`config.mk`:
```
export PLATFORM = sky130hd
export DESIGN_NAME = signed_integer_radix_formatter_top
export DESIGN_NICKNAME = d
export VERILOG_FILES = /design/src/hdl/sirf_pkg.sv /design/src/hdl/sirf_alpha.sv /design/src/hdl/sirf_seq.sv /design/src/hdl/signed_integer_radix_formatter_top.sv
export SDC_FILE = /design/constraint.sdc
export NUM_CORES = 1
export LEC_CHECK = 0
export BUFFER_PORTS_ARGS = -buffer_cell sky130_fd_sc_hd__buf_2
export CAP_MARGIN = 30
export CORE_ASPECT_RATIO = 0.7
export CORE_UTILIZATION = 30
export DETAILED_ROUTE_END_ITERATION = 10
export HOLD_SLACK_MARGIN = 0.05
export PLACE_DENSITY = 0.46
export SYNTH_ARGS = -nofsm -noshare
export SYNTH_HDL_FRONTEND = slang
export SYNTH_SLANG_ARGS = --single-unit
export TNS_END_PERCENT = 5
```
`constraint.sdc`:
```
create_clock -name clk_i -period 18.6 [get_ports clk_i]
set_input_delay 3.72 -clock clk_i [delete_from_list [all_inputs] [get_ports clk_i]]
set_output_delay 3.72 -clock clk_i [all_outputs]
set_load 0.01 [all_outputs]
```
`src/hdl/sirf_pkg.sv`:
```
// shared types, constants and microcode rom of the signed integer radix formatter
`timescale 1ns / 1ps
`default_nettype none

package sirf_pkg;

  localparam int DEF_MAX_RADIX   = 16;
  localparam int DEF_NUMBER_BITS = 32;

  localparam int SYM_COUNT = 16;
  localparam int SYM_IDX_W = 4;
  localparam int CFG_W     = 64;
  localparam int RADIX_W   = 5;
  localparam int CFG_IDX_W = 2;
  localparam int DIV_BITS  = 4;

  localparam logic [CFG_IDX_W-1:0] CFG_RADIX        = 2'd0;
  localparam logic [CFG_IDX_W-1:0] CFG_SYMBOLS_LOW  = 2'd1;
  localparam logic [CFG_IDX_W-1:0] CFG_SYMBOLS_HIGH = 2'd2;

  localparam logic [RADIX_W-1:0] RST_RADIX        = 5'd10;
  localparam logic [CFG_W-1:0]   RST_SYMBOLS_LOW  = 64'h3736_3534_3332_3130;
  localparam logic [CFG_W-1:0]   RST_SYMBOLS_HIGH = 64'h0000_0000_0000_3938;

  localparam logic [7:0] CHAR_MINUS = 8'h2D;
  localparam logic [7:0] CHAR_PLUS  = 8'h2B;
  localparam logic [7:0] CHAR_NUL   = 8'h00;
  localparam logic [7:0] WS_LO      = 8'd9;
  localparam logic [7:0] WS_HI      = 8'd13;

  typedef enum logic [2:0] {
    ST_WAIT,
    ST_CHECK,
    ST_DIV,
    ST_PUSH,
    ST_SIGN,
    ST_MINUS,
    ST_DIGIT,
    ST_END
  } step_e;

  typedef enum logic [1:0] {
    EMIT_NONE,
    EMIT_MINUS,
    EMIT_DIGIT
  } emit_e;

  typedef enum logic [2:0] {
    J_NEVER,
    J_ALWAYS,
    J_BAD_ALPHA,
    J_DIV_BUSY,
    J_MAG_NZ,
    J_POSITIVE,
    J_MORE_DIGITS
  } jcond_e;

  typedef struct packed {
    logic   take;
    logic   div;
    logic   push;
    emit_e  emit;
    jcond_e jcond;
    step_e  target;
  } ctrl_t;

  typedef struct packed {
    logic in_fire;
    logic out_free;
    logic alpha_ok;
    logic neg;
    logic mag_nz;
    logic div_last;
    logic push_room;
    logic digits_left;
  } stat_t;

  function automatic ctrl_t ucode(step_e s);
    ctrl_t c;
    c = '{take: 1'b0, div: 1'b0, push: 1'b0, emit: EMIT_NONE,
          jcond: J_NEVER, target: ST_WAIT};
    unique case (s)
      ST_WAIT: begin
        c.take = 1'b1;
      end
      ST_CHECK: begin
        c.jcond  = J_BAD_ALPHA;
        c.target = ST_WAIT;
      end
      ST_DIV: begin
        c.div    = 1'b1;
        c.jcond  = J_DIV_BUSY;
        c.target = ST_DIV;
      end
      ST_PUSH: begin
        c.push   = 1'b1;
        c.jcond  = J_MAG_NZ;
        c.target = ST_DIV;
      end
      ST_SIGN: begin
        c.jcond  = J_POSITIVE;
        c.target = ST_DIGIT;
      end
      ST_MINUS: begin
        c.emit = EMIT_MINUS;
      end
      ST_DIGIT: begin
        c.emit   = EMIT_DIGIT;
        c.jcond  = J_MORE_DIGITS;
        c.target = ST_DIGIT;
      end
      ST_END: begin
        c.jcond  = J_ALWAYS;
        c.target = ST_WAIT;
      end
      default: begin
        c.jcond  = J_ALWAYS;
        c.target = ST_WAIT;
      end
    endcase
    return c;
  endfunction

endpackage

`default_nettype wire

```
`src/hdl/sirf_alpha.sv`:
```
// symbol alphabet validity check
`timescale 1ns / 1ps
`default_nettype none

module sirf_alpha #(
  parameter int MAX_RADIX = sirf_pkg::DEF_MAX_RADIX
) (
  input  wire logic [sirf_pkg::RADIX_W-1:0]            radix_i,
  input  wire logic [sirf_pkg::SYM_COUNT*8-1:0]        sym_tab_i,
  output logic                                         ok_o
);
  import sirf_pkg::*;

  localparam logic [RADIX_W-1:0] RADIX_CAP = RADIX_W'(MAX_RADIX);

  logic [RADIX_W-1:0]   r;
  logic [SYM_COUNT-1:0] used;
  logic                 bad;

  always_comb begin
    r    = (radix_i > RADIX_CAP) ? RADIX_CAP : radix_i;
    used = '0;
    bad  = (r < RADIX_W'(2));
    for (int a = 0; a < SYM_COUNT; a++) begin
      used[a] = (RADIX_W'(a) < r);
    end
    for (int a = 0; a < SYM_COUNT; a++) begin
      if (used[a]) begin
        if ((sym_tab_i[8*a +: 8] == CHAR_NUL) || (sym_tab_i[8*a +: 8] == CHAR_PLUS) ||
            (sym_tab_i[8*a +: 8] == CHAR_MINUS) ||
            ((sym_tab_i[8*a +: 8] >= WS_LO) && (sym_tab_i[8*a +: 8] <= WS_HI))) begin
          bad = 1'b1;
        end
      end
      for (int b = a + 1; b < SYM_COUNT; b++) begin
        if (used[b] && (sym_tab_i[8*a +: 8] == sym_tab_i[8*b +: 8])) begin
          bad = 1'b1;
        end
      end
    end
    ok_o = !bad;
  end

endmodule

`default_nettype wire

```
`src/hdl/sirf_seq.sv`:
```
// microcode sequencer: step counter, control rom and conditional jumps
`timescale 1ns / 1ps
`default_nettype none

module sirf_seq (
  input  wire logic            clk_i,
  input  wire logic            rst_ni,
  input  wire sirf_pkg::stat_t stat_i,
  output sirf_pkg::ctrl_t      ctrl_o,
  output logic                 act_o
);
  import sirf_pkg::*;

  step_e step_q, step_d;
  ctrl_t ctrl;
  logic  stall;
  logic  jump;

  always_comb begin
    ctrl  = ucode(step_q);
    stall = (ctrl.take && !stat_i.in_fire) ||
            ((ctrl.emit != EMIT_NONE) && !stat_i.out_free);
    unique case (ctrl.jcond)
      J_NEVER:       jump = 1'b0;
      J_ALWAYS:      jump = 1'b1;
      J_BAD_ALPHA:   jump = !stat_i.alpha_ok;
      J_DIV_BUSY:    jump = !stat_i.div_last;
      J_MAG_NZ:      jump = stat_i.mag_nz && stat_i.push_room;
      J_POSITIVE:    jump = !stat_i.neg;
      J_MORE_DIGITS: jump = stat_i.digits_left;
      default:       jump = 1'b1;
    endcase
    if (stall) begin
      step_d = step_q;
    end else if (jump) begin
      step_d = ctrl.target;
    end else begin
      step_d = step_e'(step_q + 3'd1);
    end
  end

  always_ff @(posedge clk_i or negedge rst_ni) begin
    if (!rst_ni) begin
      step_q <= ST_WAIT;
    end else begin
      step_q <= step_d;
    end
  end

  assign ctrl_o = ctrl;
  assign act_o  = !stall;

endmodule

`default_nettype wire

```
`src/hdl/signed_integer_radix_formatter_top.sv`:
```
// signed integer to radix symbol string formatter, top level with datapath
// steps: accept, alphabet check, digit loop (divide, push), sign, output bytes, end
// DIV_STEPS = ceil(NUMBER_BITS / 4); the digit loop divides by the radix 4 bits per cycle
// one number in flight at a time
// bytes leave through a one-entry output register; an invalid alphabet returns to wait with no output
// reset: radix 10, symbols "0123456789", sequencer waits for a transaction
`timescale 1ns / 1ps
`default_nettype none

module signed_integer_radix_formatter_top #(
  parameter int MAX_RADIX   = sirf_pkg::DEF_MAX_RADIX,
  parameter int NUMBER_BITS = sirf_pkg::DEF_NUMBER_BITS
) (
  input  wire logic                                 clk_i,
  input  wire logic                                 rst_ni,
  input  wire logic                                 cfg_we_i,
  input  wire logic [sirf_pkg::CFG_IDX_W-1:0]       cfg_idx_i,
  input  wire logic [sirf_pkg::CFG_W-1:0]           cfg_data_i,
  input  wire logic                                 s_axis_tvalid,
  output logic                                      s_axis_tready,
  input  wire logic [((NUMBER_BITS+7)/8)*8-1:0]     s_axis_tdata,  // number
  output logic                                      m_axis_tvalid,
  input  wire logic                                 m_axis_tready,
  output logic [7:0]                                m_axis_tdata,  // symbol
  output logic                                      m_axis_tlast
);
  import sirf_pkg::*;

  localparam int DIGIT_W   = (MAX_RADIX > 2) ? $clog2(MAX_RADIX) : 1;
  localparam int RW        = DIGIT_W + 1;
  localparam int DIV_STEPS = (NUMBER_BITS + DIV_BITS - 1) / DIV_BITS;
  localparam int MAGW      = DIV_STEPS * DIV_BITS;
  localparam int DC_W      = $clog2(DIV_STEPS);
  localparam int CNT_W     = $clog2(NUMBER_BITS + 1);
  localparam logic [RADIX_W-1:0] RADIX_CAP = RADIX_W'(MAX_RADIX);
  localparam logic [DC_W-1:0]    DIV_LAST  = DC_W'(DIV_STEPS - 1);
  localparam logic [CNT_W-1:0]   CNT_ONE   = CNT_W'(1);
  localparam logic [CNT_W-1:0]   CNT_FULL  = CNT_W'(NUMBER_BITS - 1);

  // configuration
  logic [RADIX_W-1:0] radix_q;
  logic [CFG_W-1:0]   sym_lo_q, sym_hi_q;
  logic [SYM_COUNT*8-1:0] sym_tab;
  logic               alpha_ok;

  // datapath
  logic [MAGW-1:0]    mag_q, mag_d;
  logic [DIGIT_W-1:0] rem_q, rem_d;
  logic               neg_q;
  logic [DIGIT_W-1:0] digits_q [NUMBER_BITS];
  logic [CNT_W-1:0]   count_q;
  logic [DC_W-1:0]    divcnt_q;
  logic [7:0]         out_data_q;
  logic               out_last_q, out_valid_q;

  logic [RADIX_W-1:0] r_cap;
  logic [RW-1:0]      act_r;
  logic [RW-1:0]      t;
  logic               ge;
  logic [NUMBER_BITS-1:0] in_num, in_mag;
  logic [SYM_IDX_W-1:0]   sym_idx;
  logic [7:0]         digit_sym;

  ctrl_t ctrl;
  stat_t stat;
  logic  act;
  logic  s_fire;
  logic  out_free;
  logic  emit_fire;

  assign sym_tab = {sym_hi_q, sym_lo_q};

  sirf_alpha #(
    .MAX_RADIX (MAX_RADIX)
  ) u_alpha (
    .radix_i   (radix_q),
    .sym_tab_i (sym_tab),
    .ok_o      (alpha_ok)
  );

  sirf_seq u_seq (
    .clk_i  (clk_i),
    .rst_ni (rst_ni),
    .stat_i (stat),
    .ctrl_o (ctrl),
    .act_o  (act)
  );

  assign s_axis_tready = ctrl.take;
  assign s_fire        = s_axis_tvalid && ctrl.take;
  assign out_free      = !out_valid_q || m_axis_tready;
  assign emit_fire     = act && (ctrl.emit != EMIT_NONE);

  assign in_num = s_axis_tdata[NUMBER_BITS-1:0];
  assign in_mag = in_num[NUMBER_BITS-1] ? (~in_num + NUMBER_BITS'(1)) : in_num;

  assign r_cap = (radix_q > RADIX_CAP) ? RADIX_CAP : radix_q;
  assign act_r = r_cap[RW-1:0];

  assign sym_idx   = SYM_IDX_W'(digits_q[0]);
  assign digit_sym = sym_tab[8*sym_idx +: 8];

  always_comb begin
    stat.in_fire     = s_fire;
    stat.out_free    = out_free;
    stat.alpha_ok    = alpha_ok;
    stat.neg         = neg_q;
    stat.mag_nz      = (mag_q != '0);
    stat.div_last    = (divcnt_q == DIV_LAST);
    stat.push_room   = (count_q != CNT_FULL);
    stat.digits_left = (count_q != CNT_ONE);
  end

  // restoring division, DIV_BITS quotient bits per cycle
  always_comb begin
    mag_d = mag_q;
    rem_d = rem_q;
    t     = '0;
    ge    = 1'b0;
    for (int j = 0; j < DIV_BITS; j++) begin
      t     = {rem_d, mag_d[MAGW-1]};
      ge    = (t >= act_r);
      rem_d = ge ? DIGIT_W'(t - act_r) : t[DIGIT_W-1:0];
      mag_d = {mag_d[MAGW-2:0], ge};
    end
  end

  always_ff @(posedge clk_i or negedge rst_ni) begin
    if (!rst_ni) begin
      radix_q     <= RST_RADIX;
      sym_lo_q    <= RST_SYMBOLS_LOW;
      sym_hi_q    <= RST_SYMBOLS_HIGH;
      count_q     <= '0;
      divcnt_q    <= '0;
      out_valid_q <= 1'b0;
    end else begin
      if (cfg_we_i) begin
        unique case (cfg_idx_i)
          CFG_RADIX:        radix_q  <= cfg_data_i[RADIX_W-1:0];
          CFG_SYMBOLS_LOW:  sym_lo_q <= cfg_data_i;
          CFG_SYMBOLS_HIGH: sym_hi_q <= cfg_data_i;
          default:          ;
        endcase
      end
      if (s_fire) begin
        count_q  <= '0;
        divcnt_q <= '0;
      end else if (act && ctrl.div) begin
        divcnt_q <= divcnt_q + DC_W'(1);
      end else if (act && ctrl.push) begin
        divcnt_q <= '0;
        count_q  <= count_q + CNT_W'(1);
      end else if (act && (ctrl.emit == EMIT_DIGIT)) begin
        count_q  <= count_q - CNT_W'(1);
      end
      if (emit_fire) begin
        out_valid_q <= 1'b1;
      end else if (m_axis_tready) begin
        out_valid_q <= 1'b0;
      end
    end
  end

  always_ff @(posedge clk_i) begin
    if (s_fire) begin
      mag_q <= MAGW'(in_mag);
      neg_q <= in_num[NUMBER_BITS-1];
      rem_q <= '0;
    end else if (act && ctrl.div) begin
      mag_q <= mag_d;
      rem_q <= rem_d;
    end else if (act && ctrl.push) begin
      digits_q[0] <= rem_q;
      for (int i = 1; i < NUMBER_BITS; i++) begin
        digits_q[i] <= digits_q[i-1];
      end
      rem_q <= '0;
    end else if (act && (ctrl.emit == EMIT_DIGIT)) begin
      for (int i = 0; i < NUMBER_BITS - 1; i++) begin
        digits_q[i] <= digits_q[i+1];
      end
    end
    if (emit_fire) begin
      if (ctrl.emit == EMIT_MINUS) begin
        out_data_q <= CHAR_MINUS;
        out_last_q <= 1'b0;
      end else begin
        out_data_q <= digit_sym;
        out_last_q <= (count_q == CNT_ONE);
      end
    end
  end

  assign m_axis_tvalid = out_valid_q;
  assign m_axis_tdata  = out_data_q;
  assign m_axis_tlast  = out_last_q;

  a_digit_nonempty: assert property (@(posedge clk_i) disable iff (!rst_ni)
    (act && (ctrl.emit == EMIT_DIGIT)) |-> (count_q != '0))
    else $error("digit emitted from empty stack");

  a_push_bound: assert property (@(posedge clk_i) disable iff (!rst_ni)
    (act && ctrl.push) |-> (count_q < CNT_W'(NUMBER_BITS)))
    else $error("digit stack overflow");

  a_minus_neg: assert property (@(posedge clk_i) disable iff (!rst_ni)
    (act && (ctrl.emit == EMIT_MINUS)) |-> neg_q)
    else $error("minus sign for non-negative number");

  a_last_empties: assert property (@(posedge clk_i) disable iff (!rst_ni)
    (act && (ctrl.emit == EMIT_DIGIT) && (count_q == CNT_ONE)) |=> (count_q == '0))
    else $error("stack not empty after final digit");

endmodule

`default_nettype wire
```
==> qor.txt <==
LOGIC SYNTHESIS
-------------------------------------------------------------------------------------------
Yosys warning total                                                                       0
Proportion of netlist area held by the largest area contributor                       20.7%
Instance count of the mapped netlist                                                   2809
Number of enable flip-flop cells after synthesis                                        170
Register area share after synthesis                                                   31.3%
Proportion of register bits with asynchronous set or reset after synthesis            45.6%
Netlist Area Pre-Place                                                            28300 um2
Count of different cell masters after synthesis                                          65
Synth Register Bits                                                                     320
Prevailing post-synth register cell                                                edfxtp_1
Post-synthesis area per instance                                                   10.1 um2
Top area cells in the synthesized netlist                                      xnor2_1, edfxtp_1, xor2_1
Post-Syn Nets                                                                          2948
Post-synthesis cell type with the largest combined area                             xnor2_1

PWR
-------------------------------------------------------------------------------------------
Combinational power share                                                             54.1%
P_leak                                                                              10.5 nW
Clk pwr share                                                                         17.8%
Switching portion of total power                                                      44.3%
P_sw                                                                              0.00196 W
Internal power                                                                    0.00246 W
Seq pwr share                                                                         28.2%
Power density of the placed cells                                                141 nW/um2
Largest voltage drop on the vdd net                                                0.130 mV

WORST HOLD PATH
-------------------------------------------------------------------------------------------
Startpoint of the most critical hold path                                      digits_q[1][57]$_DFFE_PP_
Count of cells along the worst hold path                                                  0
Hold Path End                                                                  digits_q[1][61]$_DFFE_PP_
Hold crit path type                                                                 reg2reg

FLOORPLAN
-------------------------------------------------------------------------------------------
Effective utilization at floorplan                                                    30.6%
Chip width                                                                           369 um
Die H                                                                                259 um
Ports placed on the boundary                                                            114
Area of the placeable core                                                        92700 um2
FP Rows                                                                                  93
Full die area                                                                     95700 um2

PLACE
-------------------------------------------------------------------------------------------
Place WS                                                                           10.67 ns
Half-perimeter wire length of the detailed placement result                         73.5 mm
Port Buffer Count                                                                       113
Total placed instance area                                                        30000 um2
Cells after DPL                                                                        3964
Placer's final routability congestion estimate                                        0.958

GLOBAL ROUTE
-------------------------------------------------------------------------------------------
Via count of the first global-routing pass                                            22200
Wire length of the first global-routing pass                                         161 mm
Overall global routing resource usage                                                 22.9%
Aggregate global routing overflow                                                         0
Number of antenna violations at the first check in global routing                        10
Largest net degree at the start of global routing                                        83

CLOCK NETWORK
-------------------------------------------------------------------------------------------
Number of gates resized after cts                                                         0
Number of buffers added by the clock tree synthesis step                                 38
CTS clk-pin slew, worst paths                                                       0.07 ns
CTS root buf                                                                      clkbuf_16
Source-to-sink clock delay at the later pin of the worst-skew pair                  0.60 ns
Post-CTS Repair Setup Buffers                                                             0
TritonCTS clock tree                                                                  built
Number of buffers between clock root and the deepest sink                                 3
TritonCTS sink count                                                                    320
H-tree levels                                                                             2
Quantity of hold-fixing buffers added after cts                                           0

DETAILED ROUTING
-------------------------------------------------------------------------------------------
TritonRoute pass-1 iters                                                                  8
Total wire length after detailed routing                                             112 mm
Remaining antenna violation count                                                         0
Routed wire length per instance                                                     27.6 um
Ratio of routed vias to standard cells                                                 5.57
Number of design-rule violations left by the first detailed-router iteration           2405
Total number of vias                                                                  22500
Number of remaining DRC errors                                                            2

TIMING
-------------------------------------------------------------------------------------------
RSZ-0062 raised after global routing                                                     no
Final-report max-slew violation count                                                     0
Setup TNS Final                                                                        0 ns
Final setup fails                                                                         0
Period minus WS final                                                               7.95 ns
Slew margin rel.                                                                      31.5%
Max frequency                                                                     0.126 GHz
Final worst path period share                                                         42.7%
Fin Clk Skew                                                                      0.0341 ns
Post-layout worst setup margin                                                     10.65 ns
Final Hold Vio Count                                                                      0
Actual transition at the worst max-transition pin                                   1.02 ns

SETUP PATH
-------------------------------------------------------------------------------------------
Cell with the largest stage delay on the worst path                                 nand2_1
Worst reg2reg path startpoint                                                  radix_q[4]$_DFFE_PN0P_
Most prevalent standard cell on the critical path                                    a21o_1
Data arrival, critical path                                                         8.27 ns
Crit Reg-Reg Endpoint                                                          mag_q[0]$_DFFE_PP_
R2R cell count                                                                           32
Data required time at the worst endpoint                                           18.92 ns
Delay of the slowest cell on the worst path                                         0.58 ns
Start-to-end type of the worst setup path                                           reg2reg
Worst-case register-to-register setup slack                                        10.65 ns
Critical Path Start Type                                                          flip-flop
Sort of element at the end of the critical path                                   flip-flop
Largest fanout of any net on the critical path                                           12

CELLS AND AREA
-------------------------------------------------------------------------------------------
Layout fillers                                                                         9282
Multi-input logic area                                                            17900 um2
Layout overhead on the synthesized area                                               10.4%
Nets@finish                                                                            2909
Fraction of layout instances using a drive strength above 1                           23.6%
Total non-filler cell area in the finished layout                                 31300 um2
Final std cells w/o fill                                                               4035
Utilization after layout                                                              33.8%
Register Area                                                                      8880 um2
Antenna fix cells                                                                         0

STATUS
-------------------------------------------------------------------------------------------
Result of the run                                                              finished with violations
Violated checks                                                                design-rule violations

RUN
-------------------------------------------------------------------------------------------
Max-capacitance violation count                                                           0

layer usage:
metal,GRT usage [%],routed length [um]
met2,32.3,45800
met5,0.542,80
met3,5.95,11900
met1,33.2,50300
met4,7.61,3540
cell usage in the layout (no fill, tap or decap), types with 6 or more instances in the layout:
| cell | instances |
|---|---|
| or4_1 | 16 |
| inv_1 | 22 |
| o31ai_1 | 9 |
| nor2_1 | 105 |
| nand2b_1 | 16 |
| nor4_1 | 106 |
| a22o_1 | 15 |
| clkbuf_16 | 38 |
| clkinv_2 | 7 |
| ha_1 | 32 |
| nand3_1 | 12 |
| nand4_1 | 165 |
| dfstp_2 | 37 |
| buf_2 | 113 |
| nor2b_1 | 16 |
| a31oi_1 | 19 |
| a22oi_1 | 21 |
| buf_4 | 115 |
| o22ai_1 | 6 |
| clkbuf_8 | 11 |
| xnor2_1 | 671 |
| o21ai_0 | 55 |
| mux2i_1 | 6 |
| nor3_1 | 30 |
| nand2_1 | 68 |
| a21oi_1 | 44 |
| xor2_1 | 346 |
| dfrtp_1 | 109 |
| mux4_2 | 40 |
| or2_2 | 8 |
| a21o_1 | 15 |
| or3_1 | 6 |
| mux2_2 | 260 |
| edfxtp_1 | 170 |
worst max path at each step:
stage / startpoint / to / slack [ns] / depth (start not counted)
after floorplan: m_axis_tready / digits_q[0][0]$_DFFE_PP_ / 8.28 / 5
after global placement: radix_q[4]$_DFFE_PN0P_ / mag_q[0]$_DFFE_PP_ / 10.75 / 32
after detailed placement: radix_q[4]$_DFFE_PN0P_ / mag_q[0]$_DFFE_PP_ / 10.67 / 32
after CTS: radix_q[4]$_DFFE_PN0P_ / mag_q[0]$_DFFE_PP_ / 10.65 / 32
after global routing: radix_q[4]$_DFFE_PN0P_ / mag_q[0]$_DFFE_PP_ / 10.04 / 32
final: radix_q[4]$_DFFE_PN0P_ / mag_q[0]$_DFFE_PP_ / 10.65 / 32
critical path: cells and delay by family, from the launching register on:
kind,cells,cell delay (ns)
DFF,1,0.35
muxes,2,0.73
AOI/OAI and AO/OA,20,3.85
and+or+nand+nor,5,1.04
buffers and inverters,1,0.41
adders and majority gates,4,1.29
registers in the layout, indices dropped and copies added (netlist names):
register and cells:
sym_lo_q 64, radix_q 5, m_axis_tdata 8, divcnt_q 3, mag_q 32, m_axis_tlast 1, m_axis_tvalid 1, sym_hi_q 64
u_seq.step_q 3, digits_q 128, rem_q 4, count_q 6, neg_q 1
cell usage after synthesis (40+ instances only):
library cell    n
nor4_1        106
xnor2_1       671
clkbuf_1       54
a21oi_1        45
nand2_1        68
o21ai_0        55
edfxtp_1      170
nor2_1        107
mux4_2         40
buf_2         248
mux2_2        260
dfrtp_1       109
xor2_1        346
nand4_1       165
power groups by stage:
| stage | Clock (W) | Sequential (W) | Combinational [W] |
|---|---|---|---|
| 6_report | 0.000785 | 0.00125 | 0.00239 |
| 5_1_grt | 0.000841 | 0.00125 | 0.00259 |
| 4_1_cts | 0.000814 | 0.00123 | 0.00237 |
| 3_5_place_dp | 0 | 0.00125 | 0.00236 |
| 3_3_place_gp | 0 | 0.00125 | 0.00228 |
| 2_1_floorplan | 0 | 0.00105 | 0.00190 |
final cells by class:
cell class | count | area share [%]
clock buffers | 54 | 3.58
clock inverters | 16 | 0.620
inverters | 24 | 0.288
multi-input cells | 2152 | 57.2
flip-flops and latches | 320 | 28.4
well taps | 1235 | 4.94
repair buffers | 234 | 5.00
stage by stage:
| step | hold WS [ns] | total power (W) |
|---|---|---|
| floorplan | 0.422 | 0.00294 |
| global placement | 0.437 | 0.00353 |
| detailed placement | 0.442 | 0.00360 |
| CTS | 0.456 | 0.00442 |
| global route | 0.471 | 0.00468 |
| finish | 0.452 | 0.00442 |
cell families after synthesis:
| group | share of synthesized area, % |
|---|---|
| AO/OA/AOI/OAI | 5.17 |
| XOR/XNOR | 31.4 |
| adder cells (fa/ha/maj) | 1.70 |
| buffers and inverters | 5.60 |
| flip-flops | 31.3 |
| multiplexers | 13.7 |
| AND/OR/NAND/NOR | 11.0 |
No activity file was read; power rests on OpenSTA's default activity.
